`config.mk`:
```
export PLATFORM = sky130hd
export DESIGN_NAME = cpc_div_cell
export DESIGN_NICKNAME = d
export VERILOG_FILES = /design/src/cpc_div_cell.sv
export SDC_FILE = /design/constraint.sdc
export NUM_CORES = 1
export LEC_CHECK = 0
export ABC_AREA = 1
export BUFFER_PORTS_ARGS = -buffer_cell sky130_fd_sc_hd__buf_2
export CAP_MARGIN = 20
export CORE_ASPECT_RATIO = 1.5
export CORE_MARGIN = 4
export CORE_UTILIZATION = 54
export DETAILED_ROUTE_END_ITERATION = 16
export PLACE_DENSITY_LB_ADDON = 0.25
export RECOVER_POWER = 25
export SKIP_CTS_REPAIR_TIMING = 1
export SYNTH_ARGS = -nofsm -noshare
export SYNTH_HDL_FRONTEND = slang
export SYNTH_SLANG_ARGS = --single-unit
```
`constraint.sdc`:
```
create_clock -name clk -period 2.65 [get_ports clk]
set_clock_uncertainty 0.2 [all_clocks]
set_input_delay 0.265 -clock clk [delete_from_list [all_inputs] [get_ports clk]]
set_output_delay 0.265 -clock clk [all_outputs]
set_load 0.005 [all_outputs]
```
`src/cpc_div_cell.sv`:
```
// One cell of a divider row: settles one quotient bit per cycle while en is high.
// No package dependency; chained by the top level.
`default_nettype none

module cpc_div_cell #(
    parameter int NUM_W = 44,
    parameter int DEN_W = 29,
    parameter int Q_W   = 17,
    parameter int BIT   = 0
) (
    input  wire logic             clk,
    input  wire logic             en,
    input  wire logic [NUM_W-1:0] rem_in,
    input  wire logic [DEN_W-1:0] den_in,
    input  wire logic [Q_W-1:0]   q_in,
    output logic      [NUM_W-1:0] rem_out,
    output logic      [DEN_W-1:0] den_out,
    output logic      [Q_W-1:0]   q_out
);

    localparam int W = ((NUM_W > DEN_W + BIT) ? NUM_W : DEN_W + BIT) + 1;

    logic [W-1:0]     dsh;
    logic [NUM_W-1:0] rem_next;
    logic [Q_W-1:0]   q_next;
    logic [NUM_W-1:0] rem_reg;
    logic [DEN_W-1:0] den_reg;
    logic [Q_W-1:0]   q_reg;

    // Subtract the shifted divisor where it fits
    always_comb
    begin
        dsh = W'(den_in) << BIT;
        if (W'(rem_in) >= dsh)
        begin
            rem_next = NUM_W'(W'(rem_in) - dsh);
            q_next   = q_in | (Q_W'(1) << BIT);
        end
        else
        begin
            rem_next = rem_in;
            q_next   = q_in;
        end
    end

    // Hand on to the next cell
    always_ff @(posedge clk)
    begin
        if (en)
        begin
            rem_reg <= rem_next;
            den_reg <= den_in;
            q_reg   <= q_next;
        end
    end

    assign rem_out = rem_reg;
    assign den_out = den_reg;
    assign q_out   = q_reg;

endmodule

`default_nettype wire

```
==> out/metrics.yaml, run 1 <==
hold_path_class: "in2reg"
area_growth_pct: 34.1
cts_tree: "done"
violations: "negative hold slack, max-capacitance violations, max-slew violations"
ant_nets: 0
slew_violations: 33
drtIter0Drc: 533
start_util_pct: 54.7
firstDrtPassIters: 12
io-pin-count: 182
yosysWarnings: 0
start_kind: "input port"
arrival_ns: 2.24
yosysSeqAreaShare_pct: 41.3
final_util_pct: 73.4
cts_max_level: 3
timing.fmax_ghz: 0.428
grt_util_all_layers_pct: 30.8
syn_area_mm2: 0.00654
postPlaceCellArea_mm2: 0.00799
avgSynthCellArea_um2: 7.02
ir_worst_vdd_mv: 0.356
layout_common_cells: "nand2_1, inv_1, buf_2"
antenna_found_initial: 0
viasPerCell: 5.29
p_leak_nw: 4.72
ys_ff_latch: 90
drc: 0
grt_max_degree: 59
finalCritPeriodShare_pct: 88.1
yosysUniqueCellTypes: 28
maxCapViolations: 1
drive_gt1_share_pct: 21.3
total_power_mw: 4.42
rsz0062_at_grt: "false"
syn_nets: 1054
core_mm2: 0.0120
wl_um: 24500
dieWidth_um: 97.9
setup_viol: 0
cts_buffer_depth: 2
gp_congestion: 1.01
final_area_mm2: 0.00877
grt_pass1_vias: 6733
clock-sinks: 90
worstPathRequired_ns: 2.55
relSlewSlack_pct: -33.5
layout.nets: 1336
fin_hold_ws_ns: -0.0165
clk_pin_slew_ns: 0.08
io_buffers: 181
vias: 7260
detail_route.wl_per_cell_um: 17.8
rows: 49
hold_viol_final: 4
critPathMaxFanout: 16
worstSetupPathType: "in2reg"
cts_buffers: 9
grt_pass1_wl_um: 33400
setup-tns-final_ns: 0
layout_min_cycle_time_ns: 2.33
tightest_slew_ns: 2.00
grt_overflow_total: 0
syn_inst: 932
fp.dieH_um: 143
power.density_mw_per_mm2: 503
cts_root_buf: "clkbuf_16"
status: "finished with violations"
end_kind: "flop"
dp_hpwl_um: 18200
final_common_cell: "nand2_1"
die_area_mm2: 0.0140
antenna_cells: 0
==> kinds of logic after synthesis <==
logic type / Yosys count / share of synthesized area (%)
simple gates: 561 / 35.3
buf+inv: 201 / 12.3
flops: 90 / 41.3
compound gates: 32 / 2.87
fa+ha+maj: 30 / 5.85
xor+xnor: 18 / 2.41
==> synthesized netlist by cell type <==
cell      count  area, um^2
nand4_1      12        75.1
xnor2_1       1        8.76
nand3_1      53         265
nand3_2       1        10.0
a21oi_1      22         110
inv_1       194         728
nor2_4        3        33.8
nand4_2       1        12.5
edfxtp_1     90        2700
a21o_1        1        7.51
nor2_1       83         312
o21ai_0       5        25.0
nand2_1     384        1440
buf_2         1        5.00
fa_1          1        20.0
ha_1         29         363
a21oi_2       3        26.3
buf_6         5        56.3
and2_1        2        12.5
a21boi_4      1        18.8
nand2_4       1        11.3
nor2_2        1        6.26
or2_2         1        6.26
nand3b_1      6        45.0
nor3_1        4        20.0
buf_8         1        15.0
xor2_1       17         149
nand2_2       9        56.3
==> final cells by class <==
cell class | instances | area (um^2)
Sequential cell | 90 | 2700
Timing Repair Buffer | 278 | 1790
Multi-Input combinational cell | 641 | 3040
Clock buffer | 9 | 225
Clock inverter | 7 | 97.6
Inverter | 194 | 728
Fill cell | 912 | 3180
Tap cell | 153 | 191
==> power breakdown <==
part | switching, mW | internal (mW) | total (mW) | leakage (nW)
Combinational | 0.722 | 0.481 | 1.20 | 3.68
Sequential | 0.0418 | 1.75 | 1.79 | 0.881
Clock | 0.656 | 0.764 | 1.42 | 0.158
==> per-layer routing <==
metal / up-vias / routed length, um / global-route usage (%)
li1: 3434 / - / -
met1: 3261 / 8230 / 31.8
met2: 454 / 13100 / 59.7
met3: 111 / 1700 / 4.45
met4: 0 / 1440 / 15.9
met5: - / 0 / 0
==> final timing paths <==
check / to / slack, ns / from / cells after the start
max: q_out[0] / 0.32 / den_in[15] / 15
min: rem_out[26] / -0.02 / rem_in[26] / 3
==> flip-flops by register name, summed over array words and instances, names as in the netlist <==
register / count
den_out: 29
q_out: 17
rem_out: 44
==> worst max-delay path, stage by stage <==
cell	delay (ns)
clkbuf_1	0.09
inv_1	0.05
ha_1	0.36
nand2_1	0.16
inv_1	0.07
nand2_1	0.08
nand2_1	0.07
nand2_1	0.06
nand2_1	0.09
a21oi_2	0.17
nand2_2	0.10
nand2_1	0.11
nand2_4	0.09
buf_12	0.16
or2_2	0.30
==> metrics by stage <==
stage                     setup slack, ns  instances
after floorplan                     0.351        932
after detailed placement           0.0224       1309
after CTS                           0.364       1325
after global routing                0.155       1372
after global placement             0.0543       1309
final                               0.316       1372
Note: power is estimated with default switching activity, not from simulation.
==> run 2: changes to the inputs <==
Settings changed: CORE_MARGIN 4 to unset, TNS_END_PERCENT set to 30.
==> run 2 against run 1 <==
The flow finishes with violations (max-capacitance violations, max-slew violations). Combinational power barely moved. Critical path depth unchanged. Final cell count fell by 1.0%. Worst hold slack gained 0.017 ns. Clock power shrank 8%. Power decreased by 2.2%. Design area decreased by 1.1%. Non-clock buffer count shrank 11. Wire length rose by 0.91%. Highest routed layer unchanged.
==> out/metrics.yaml, run 2 (synthesis gave the netlist of run 1 again) <==
antenna_found_initial: 0  # unchanged
detail_route.wl_per_cell_um: 18.2  # +2.0%
setup_viol: 0  # unchanged
core_mm2: 0.0117  # -2.5%
vias: 7303  # +0.59%
grt_max_degree: 57  # -3.4%
cts_tree: "done"
clk_pin_slew_ns: 0.07  # about the same
end_kind: "flop"
clock-sinks: 90  # unchanged
worstPathRequired_ns: 2.57  # +0.02 ns
cpMaxStageDelayCell: "ha_1"
layout.nets: 1325  # -0.82%
tightest_slew_ns: 2.14  # +0.140 ns
final_common_cell: "nand2_1"
worstSetupPathType: "in2reg"
ir_worst_vdd_mv: 0.375  # +5.4%
grt_util_all_layers_pct: 34.7  # +3.9 points
drive_gt1_share_pct: 21.1  # -0.22 points
hold_viol_final: 0  # -4
die_area_mm2: 0.0126  # -10%
timing.fmax_ghz: 0.415  # -3.1%
gp_congestion: 0.963  # -4.3%
status: "finished with violations"
grt_pass1_wl_um: 32600  # -2.5%
violations: "max-capacitance violations, max-slew violations"
viasPerCell: 5.38  # +1.6%
cp_cell_sequence: "buf_2, ha_1, buf_4, nand3_1, nand3_1, nand2_1, nand2_1, nand2_1, nand2_1, nand2_1, nand2_1, nand2_1, nand2_1, nand2_1, inv_1"
start_kind: "input port"
hold_path_class: "in2reg"
grt_pass1_vias: 6660  # -1.1%
arrival_ns: 2.33  # +0.09 ns
fp.dieH_um: 137  # -4.2%
cts_buffers: 9  # unchanged
slew_violations: 35  # +6.1%
finalCritPeriodShare_pct: 90.9  # +2.8 points
setup-tns-final_ns: 0  # unchanged
grt_overflow_total: 0  # unchanged
antenna_cells: 0  # unchanged
drtIter0Drc: 732  # +37%
layout_setup_ws_ns: 0.240  # -0.0752 ns
power.density_mw_per_mm2: 498  # -1.1%
start_util_pct: 56.2  # +1.4 points
rsz0062_at_grt: "false"
ant_nets: 0  # unchanged
crit_start: "rem_in[2]"
firstDrtPassIters: 5  # -7
dieWidth_um: 91.9  # -6.1%
relSlewSlack_pct: -42.8  # -9.4 points
critPathMaxFanout: 5  # -11
dp_worst_setup_slack_ns: 0.00401  # -0.0184 ns
maxCapViolations: 1  # unchanged
slowest_delay_ns: 0.35  # about the same
largest_register_ffs: 44  # unchanged
cts_max_level: 3  # unchanged
io-pin-count: 182  # unchanged
critPathMostFrequentCell: "nand2_1"
io_buffers: 181  # unchanged
drc: 0  # unchanged
dp_hpwl_um: 17900  # -1.8%
cts_root_buf: "clkbuf_16"
wl_um: 24700  # +0.91%
rows: 48  # -2.0%
p_leak_nw: 4.66  # -1.3%
layout_common_cells: "nand2_1, inv_1, buf_2"
cts_buffer_depth: 2  # unchanged
layout_min_cycle_time_ns: 2.41  # +0.0752 ns
area_growth_pct: 32.5
crit_path_end: "rem_out[29]"
==> run 2: changes by cell type in the layout (fill, tap and decap cells not counted), sizes merged <==
cell	before	now
buf	224	218
clkbuf	16	12
bufinv	1	0
clkinv	3	2
clkinvlp	0	1
dlygate4sd3	47	46
inv	197	198
==> run 2: power by group <==
part / internal (mW) / leakage, nW / total [mW] / switching (mW)
combinational: 0.475 / 3.63 / 1.21 / 0.735
clock: 0.664 / 0.142 / 1.31 / 0.649
sequential: 1.75 / 0.881 / 1.79 / 0.0433
==> run 2: worst min path at each step <==
stage | start | endpoint | depth (start not counted)
6_report | rem_in[21] | rem_out[21] | 3
5_1_grt | rem_in[21] | rem_out[21] | 3
4_1_cts | q_in[6] | q_out[6] | 1
3_5_place_dp | q_in[6] | q_out[6] | 1
3_3_place_gp | q_in[12] | q_out[12] | 1
2_1_floorplan | den_in[0] | den_out[0] | 0
==> run 2: layer usage <==
| layer | vias to the layer above | GRT usage (%) | share of wire [%] |
|---|---|---|---|
| li1 | 3411 | - | - |
| met1 | 3265 | 34.9 | 34 |
| met5 | - | 0 | 0 |
| met2 | 497 | 66.6 | 52 |
| met4 | 0 | 20.3 | 6.9 |
| met3 | 130 | 5.67 | 7.6 |
==> run 2: area by class of cell <==
cell class / instances / area [um^2]
tap: 150 / 188
inverter: 194 / 728
sequential: 90 / 2700
clock inverter: 7 / 67.6
clock buffer: 9 / 225
multi-input combinational: 641 / 3040
timing repair buffer: 267 / 1730
fill: 869 / 2980
==> run 2: critical path, delay by kind of cell <==
kind                     cells  cell delay, ns
adder cells (fa/ha/maj)      1            0.35
AND/OR/NAND/NOR             11            1.37
buffers and inverters        3            0.33
==> run 2: through the flow <==
stage	utilization [%]	hold WS, ns	cell area (um^2)	cells	power [mW]
finish	74.4	0.000695	8670	1358	4.32
global route	74.4	0.0123	8670	1358	4.45
floorplan	-	0.164	6540	932	2.37
global placement	68.0	0.242	7930	1296	2.86
detailed placement	68.0	0.243	7930	1296	2.90
CTS	70.5	-0.123	8220	1312	4.18
