<file path="src/cpc_sqrt_cell.sv">
// One cell of the square root row: settles one root bit per cycle while en is high.
// No package dependency; chained by the top level.
`default_nettype none

module cpc_sqrt_cell #(
    parameter int SQ_W = 46,
    parameter int J    = 0
) (
    input  wire logic            clk,
    input  wire logic            en,
    input  wire logic [SQ_W-1:0] v_in,
    input  wire logic [SQ_W-1:0] r_in,
    output logic      [SQ_W-1:0] v_out,
    output logic      [SQ_W-1:0] r_out
);

    localparam logic [SQ_W:0] BIT_VAL = (SQ_W+1)'(1) << (2 * J);

    logic [SQ_W:0]   trial;
    logic [SQ_W-1:0] v_next;
    logic [SQ_W-1:0] r_next;
    logic [SQ_W-1:0] v_reg;
    logic [SQ_W-1:0] r_reg;

    // Test the current root bit against the remainder
    always_comb
    begin
        trial = (SQ_W+1)'(r_in) + BIT_VAL;
        if ((SQ_W+1)'(v_in) >= trial)
        begin
            v_next = SQ_W'((SQ_W+1)'(v_in) - trial);
            r_next = (r_in >> 1) + SQ_W'(BIT_VAL);
        end
        else
        begin
            v_next = v_in;
            r_next = r_in >> 1;
        end
    end

    // Hand on to the next cell
    always_ff @(posedge clk)
    begin
        if (en)
        begin
            v_reg <= v_next;
            r_reg <= r_next;
        end
    end

    assign v_out = v_reg;
    assign r_out = r_reg;

endmodule

`default_nettype wire

</file>
<file path="config.mk">
export PLATFORM = sky130hd
export DESIGN_NAME = cpc_sqrt_cell
export DESIGN_NICKNAME = d
export VERILOG_FILES = /design/src/cpc_sqrt_cell.sv
export SDC_FILE = /design/constraint.sdc
export NUM_CORES = 1
export LEC_CHECK = 0
export ABC_AREA = 1
export BUFFER_PORTS_ARGS = -buffer_cell sky130_fd_sc_hd__buf_2
export CELL_PAD_IN_SITES_DETAIL_PLACEMENT = 1
export CELL_PAD_IN_SITES_GLOBAL_PLACEMENT = 1
export CORE_MARGIN = 3
export CORE_UTILIZATION = 40
export DETAILED_ROUTE_END_ITERATION = 12
export GPL_ROUTABILITY_DRIVEN = 0
export PLACE_DENSITY_LB_ADDON = 0.1
export SYNTH_ARGS = -nofsm -noshare
export SYNTH_HDL_FRONTEND = slang
export SYNTH_SLANG_ARGS = --single-unit
export TNS_END_PERCENT = 50
</file>
<file path="constraint.sdc">
create_clock -name clk -period 4.2 [get_ports clk]
set_clock_uncertainty 0.05 [all_clocks]
set_input_delay 0.63 -clock clk [delete_from_list [all_inputs] [get_ports clk]]
set_output_delay 0.63 -clock clk [all_outputs]
set_load 0.01 [all_outputs]
</file>
==> flow_summary_export.csv, run 1 <==
group,metric,value,unit
synthesis,synthCells,1602,
placement,place.detailed.hpwl,38700,um
route,first_iter_violations,917,
run_status,status,"finished, final reports clean",
floorplanning,coreArea,24600,sq um
clocking,clock-sinks,92,
clocking,cts.clk_slew.worst_paths,0.08,ns
floorplanning,ios,186,
layout,fin_util,0.559,
power_and_ir_drop,p_int,0.00218,W
clocking,clock_tree.buffer_depth,2,
hold_path,hp-class,"input pin to register",
synthesis,synth_fp_nets,1745,
power_and_ir_drop,p_seq_frac,0.338,
timing,setup_violations,0,
route,wl_per_cell,19.8,um
placement,pre_cts_ws,-0.177,ns
grt,antenna_found_initial,0,
timing,fin_crit_sh,0.987,
grt,grt_util_all_layers,0.336,
worst_setup_path,crit_path_end_kind,"register",
grt,grt_max_degree,64,
grt,grt_pass1_wl,70400,um
synthesis,ys_warn_count,0,
route,num_vias,12500,
route,antenna_left,0,
floorplanning,start_util,0.413,
layout,drive_gt1_frac,0.256,
floorplanning,rows,57,
synthesis,synth-seq-cells,92,
power_and_ir_drop,power.leakage,7.32,nW
worst_setup_path,arrival,4.21,ns
worst_setup_path,worstSetupStartpointType,"input pin",
layout,multiInputGateArea,6240,sq um
route,dr.pass1.iters,5,
timing,rsz0062_at_grt,"true",
worst_setup_path,path_class,"input pin to register",
layout,fill_cells,3426,
timing,tightest_slew,0.906,ns
route,drt_wl_total,46300,um
power_and_ir_drop,swShare,0.388,
layout,num-nets-final,2158,
route,drc,0,
power_and_ir_drop,ir_worst_vdd,160,uV
clocking,cts_root_buffer,"clkbuf_16",
floorplanning,die_y,165,um
placement,portBuffers,185,
power_and_ir_drop,p_sw,0.00138,W
clocking,tritoncts,"done",
layout,regArea,2760,sq um
timing,fin_crit,4.15,ns
layout,syn_to_final_growth,35.5,%
worst_setup_path,path_max_fanout,43,
synthesis,synth_seq_area_share,0.272,
clocking,post_cts_buffers,0,
timing,fin_ws,0.0534,ns
timing,relSlewSlack,0.396,
synthesis,avgSynthCellArea,6.34,sq um
timing,hold_viol,0,
route,vias_per_cell,5.33,
floorplanning,die_x,165,um
power_and_ir_drop,clkPwrFrac,0.239,
clocking,cts_buffers,9,
floorplanning,dieArea,27300,sq um
power_and_ir_drop,comb_power_share,0.422,
timing,drv_slew,0,
grt,grt_remaining_overflow,0,
timing,fmax,241,MHz
clocking,htreeDepth,3,
layout,diodes,0,
worst_setup_path,crit_required,4.27,ns
grt,grt_pass1_vias,12900,
run,maxCapViolCount,0,
synthesis,ys_types,33,
power_and_ir_drop,p_per_area,259,nW/um^2
synthesis,syn-cell-area,10200,sq um
synthesized netlist by cell type:
master	number	area (sq um)
xnor2_1	35	307
a21oi_1	25	125
o21ai_1	1	5.00
nand2_2	5	31.3
a31oi_1	1	6.26
clkinv_1	1	3.75
inv_1	218	818
nand3_2	2	20.0
nand3_1	78	390
nor2_2	12	75.1
inv_2	8	30.0
nor4_2	1	12.5
and3_1	1	6.26
nor3b_1	3	22.5
o21ai_0	4	20.0
edfxtp_1	92	2760
o21bai_1	5	37.5
and2_1	7	43.8
buf_4	3	22.5
ha_1	48	601
nand3b_1	5	37.5
nand4_1	108	676
nor3_1	24	120
nor2_1	135	507
or2_2	5	31.3
xor2_1	75	657
buf_2	44	220
clkbuf_1	1	3.75
nor4_1	1	6.26
nor2_4	1	11.3
nand2_1	642	2410
buf_6	10	113
fa_1	1	20.0
critical path, stage by stage:
cell and delay, ns:
buf_2 0.11, inv_1 0.08, buf_4 0.14, nor3_1 0.29, nand3_1 0.26, nor3_2 0.31
nand2_1 0.23, xor2_2 0.24, ha_1 0.35, nand2_1 0.08, nor2_1 0.19, nand2_1 0.16
nor2_1 0.20, nand3_1 0.09, nand2_1 0.07, nand2_1 0.05, nand2_1 0.07, nand2_2 0.09
buf_4 0.17, buf_12 0.18, nand4_1 0.09, nand2_1 0.08
logic make-up after synthesis:
group | after synthesis | share of synthesized area
AOI/OAI and AO/OA | 36 | 0.0191
adders and majority gates | 49 | 0.0611
DFF | 92 | 0.272
buffers and inverters | 285 | 0.119
xor gates and xnor gates | 110 | 0.0949
and+or+nand+nor | 1030 | 0.433
routing by layer:
metal,up-vias,global-route usage,part of all wire
met5,-,0,0
met4,0,0.142,0.044
met3,99,0.0746,0.083
met2,532,0.561,0.46
met1,5958,0.419,0.41
li1,5911,-,-
per-stage QoR:
step	TNS [ns]	hold WS [ns]	instance area [sq um]	power, W	std cells
2_1_floorplan	0	0.692	10200	0.00200	1602
3_3_place_gp	-5.38	0.930	13400	0.00264	2328
3_5_place_dp	-10.75	0.940	13400	0.00270	2328
4_1_cts	0	0.558	13700	0.00356	2344
5_1_grt	-6.27	0.586	13800	0.00376	2344
6_report	0	0.561	13800	0.00356	2344
worst paths after layout:
check,startpoint,endpoint,depth (start not counted)
worst max-delay path,r_in[9],v_out[8],22
worst min-delay path,v_in[12],v_out[12],3
power groups by stage:
stage                     logic [W]  clock network [W]  registers (W)
final                       0.00150           0.000852        0.00120
after global routing        0.00165           0.000893        0.00122
after CTS                   0.00149           0.000867        0.00121
after global placement      0.00142                  0        0.00122
after detailed placement    0.00147                  0        0.00122
after floorplan            0.000716                  0        0.00129
registers in the layout (all words and copies together) (netlist names):
register and flops:
r_out 46, v_out 46
layout by cell type (no fill, tap or decap), drive strengths merged:
master,synthesis,routed
inv,226,229
nand3b,5,5
or2,5,5
nor2,148,148
and2,7,7
nor3,24,24
nor3b,3,3
fa,1,1
a31oi,1,1
clkinv,1,3
ha,48,48
o21bai,5,5
clkinvlp,0,2
edfxtp,92,92
nand2,647,647
and3,1,1
xor2,75,75
clkbuf,1,9
o21ai,5,5
nor4,2,2
nand4,108,108
xnor2,35,35
buf,57,460
nand3,80,80
a21oi,25,25
area by class of cell:
| cell class | count | area share |
|---|---|---|
| multi-input combinational | 1225 | 0.453 |
| timing repair buffer | 460 | 0.234 |
| sequential | 92 | 0.201 |
| inverter | 227 | 0.0619 |
| tap | 324 | 0.0295 |
| clock buffer | 9 | 0.0164 |
| clock inverter | 7 | 0.00427 |
timing repair:
action,CTS,global route
gates resized for setup,0,7
endpoints found under the setup margin,0,92
hold buffers,0,0
No activity file was read; power rests on OpenSTA's default activity.
==> run 2, diff against run 1 <==
Settings changed: ABC_AREA 1 to 0, ABC_CLOCK_PERIOD_IN_PS set to 4200, CORE_UTILIZATION 40 to 41.
==> run 2 against run 1 <==
  * The flow now finishes with violations (negative setup slack)
  * Count of clock-buffer cells in the layout unchanged
  * Sequential share of layout area increased by 3.0 points
  * Clock power increased by 17%
  * Maximum frequency decreased by 12%
  * Setup slack got worse by 0.54 ns
  * Utilization increased by 9.8 points
  * Sequential power about the same
  * Flip-flop and latch count unchanged
  * Synthesized cell count decreased by 45%
  * Global-route usage about the same
  * Worst hold slack got worse by 0.043 ns
  * Largest cell class unchanged
  * Combinational power decreased by 3%
==> flow_summary_export.csv, run 2 <==
group,metric,value,unit
run_status,violations,"negative setup slack",
layout,final_cell_mix,"buf_4, buf_2, nand2_1, edfxtp_1, xor2_1",
clocking,cts_buffers,9,
synthesis,synth-edff-count,92,
power_and_ir_drop,ir_worst_vdd,211,uV
grt,grt_util_all_layers,0.336,
worst_setup_path,arrival,4.80,ns
grt,antenna_found_initial,3,
placement,place_area,10700,sq um
run,maxCapViolCount,0,
grt,grt_remaining_overflow,0,
synthesis,synth_seq_area_share,0.360,
timing,setup_tns,-28.44,ns
layout,drive_gt1_frac,0.461,
synthesis,avgSynthCellArea,8.71,sq um
timing,fmax,213,MHz
route,antenna_left,0,
synthesis,synth_most_common_cell,"nand2_1",
timing,fin_ws,-0.488,ns
worst_setup_path,crit_required,4.31,ns
synthesis,synth_area_leaders,"edfxtp_1, xor2_1, ha_1, nand2_1, xnor2_1",
synthesis,synthCells,882,
clocking,cts.clk_slew.worst_paths,0.08,ns
route,dr.pass1.iters,6,
worst_setup_path,worstSetupStartpointType,"input pin",
floorplanning,ios,186,
floorplanning,start_util,0.422,
layout,fill_cells,2128,
synthesis,synth_top_area_share,0.360,
floorplanning,die_x,143,um
layout,fin_area,12000,sq um
route,vias_per_cell,6.48,
grt,grt_max_degree,77,
placement,place.detailed.hpwl,25100,um
layout,syn_to_final_growth,55.9,%
route,drt_wl_total,43700,um
layout,fin_util,0.658,
synthesis,synth-seq-cells,92,
hold_path,holdPathStages,3,
timing,rsz0062_at_grt,"true",
grt,grt_pass1_wl,53200,um
layout,final_common_cell,"buf_4",
floorplanning,dieArea,20400,sq um
synthesis,synth_flop_cell,"edfxtp_1",
route,first_iter_violations,971,
synthesis,synthTopCellsByCount,"nand2_1, edfxtp_1, xor2_1",
timing,tightest_slew,1.06,ns
clocking,clock_tree.buffer_depth,2,
hold_path,hold_start,"v_in[24]",
placement,portBuffers,185,
timing,setup_violations,92,
synthesis,ys_types,56,
timing,fin_crit_sh,1.12,
synthesis,synth_fp_nets,1025,
clocking,htreeDepth,3,
route,num_vias,10000,
synthesis,ys_warn_count,0,
synthesis,synth.largest_area_cell,"edfxtp_1",
floorplanning,die_y,143,um
worst_setup_path,path_max_fanout,11,
timing,relSlewSlack,0.291,
worst_setup_path,path_class,"input pin to register",
floorplanning,rows,49,
timing,drv_slew,0,
clocking,cts_root_buffer,"clkbuf_16",
synthesis,syn-cell-area,7680,sq um
hold_path,hp-class,"input pin to register",
worst_setup_path,crit_path_end_kind,"register",
timing,hold_viol,0,
run_status,status,"finished, violations left",
layout,multiInputGateArea,5380,sq um
clocking,tritoncts,"done",
layout,num-nets-final,1451,
clocking,clock-sinks,92,
hold_path,whs_endpoint,"v_out[24]",
power_and_ir_drop,p_per_area,304,nW/um^2
route,wl_per_cell,28.3,um
route,drc,0,
synthesis,async_flop_share,0,
floorplanning,coreArea,18200,sq um
layout,regArea,2760,sq um
power_and_ir_drop,power.leakage,5.22,nW
grt,grt_pass1_vias,9522,
timing,fin_crit,4.69,ns
-- run 2: cell types whose count changed in the layout (fill, tap and decap cells not counted), sizes merged, moves of 9 or more --
cell / before / now
xor2: 75 / 87
and3: 1 / 10
nand4: 108 / 33
nand2: 647 / 121
a21o: 0 / 16
nand3: 80 / 32
o21ai: 5 / 74
a21oi: 25 / 55
inv: 229 / 17
nor2: 148 / 73
-- run 2: worst max-delay path, cell delays in order --
cell and delay (ns):
buf_2 0.12, and4_4 0.22, and3_4 0.19, nand3_2 0.09, or2_4 0.26, nor2_4 0.12, nand2_4 0.09, nor4_4 0.34
xnor2_2 0.16, ha_1 0.36, buf_6 0.15, nand4_1 0.25, nor3_1 0.46, nand4_1 0.21, nand2_2 0.15, o21ai_4 0.14
buf_12 0.21, nor4_1 0.28, xor2_1 0.34
-- run 2: worst max path at each step --
stage | start | slack, ns | end
global route | r_in[19] | -0.58 | r_out[26]
CTS | r_in[18] | -0.009 | v_out[43]
floorplan | r_in[1] | -0.15 | r_out[42]
finish | r_in[19] | -0.49 | r_out[26]
detailed placement | r_in[17] | -0.52 | v_out[17]
global placement | r_in[17] | -0.43 | r_out[1]
-- run 2: logic make-up (layout without fill, tap and decap cells) --
| family | count (synthesis) | after routing | synth area share |
|---|---|---|---|
| and+or+nand+nor | 349 | 349 | 0.215 |
| buffers and inverters | 61 | 492 | 0.0366 |
| other | 0 | 2 | 0 |
| AOI/OAI and AO/OA | 197 | 197 | 0.154 |
| DFF | 92 | 92 | 0.360 |
| xor gates and xnor gates | 130 | 130 | 0.148 |
| adders and majority gates | 49 | 49 | 0.0808 |
| muxes | 4 | 4 | 0.00586 |
-- run 2: area by class of cell --
cell class / instances / area share
inverters: 16 / 0.00502
clock inverters: 7 / 0.00951
multi-input cells: 729 / 0.449
repair buffers: 460 / 0.263
diodes: 2 / 0.000418
well taps: 229 / 0.0239
clock buffers: 9 / 0.0188
flip-flops and latches: 92 / 0.231
-- run 2: stage by stage --
stage | power (W) | worst slack (ns) | instances | hold slack [ns]
6_report | 0.00363 | -0.488 | 1544 | 0.517
4_1_cts | 0.00341 | -0.00939 | 1524 | 0.509
5_1_grt | 0.00374 | -0.580 | 1544 | 0.528
3_3_place_gp | 0.00233 | -0.427 | 1499 | 0.883
2_1_floorplan | 0.00177 | -0.152 | 882 | 0.692
3_5_place_dp | 0.00237 | -0.517 | 1499 | 0.887
-- run 2: per-layer routing --
layer,wire length (um),part of all wire,vias up,track usage
met5,0,0,-,0
met4,3300,0.075,0,0.133
met3,4110,0.094,285,0.0559
met2,20500,0.47,815,0.572
met1,15900,0.36,4874,0.426
li1,-,-,4032,-
-- run 2: report_power, final --
group	total (W)	switching [W]	internal (W)
logic	0.00146	0.000846	0.000616
clock network	0.000996	0.000414	0.000581
registers	0.00118	0.0000331	0.00114
-- run 2: what timing repair did --
action                                  CTS  global route
cloned                                    2             1
pin swaps                                19            56
setup buffers                             7            21
endpoints found under the setup margin   90            92
resized for setup                        45           114
hold buffers                              0             0
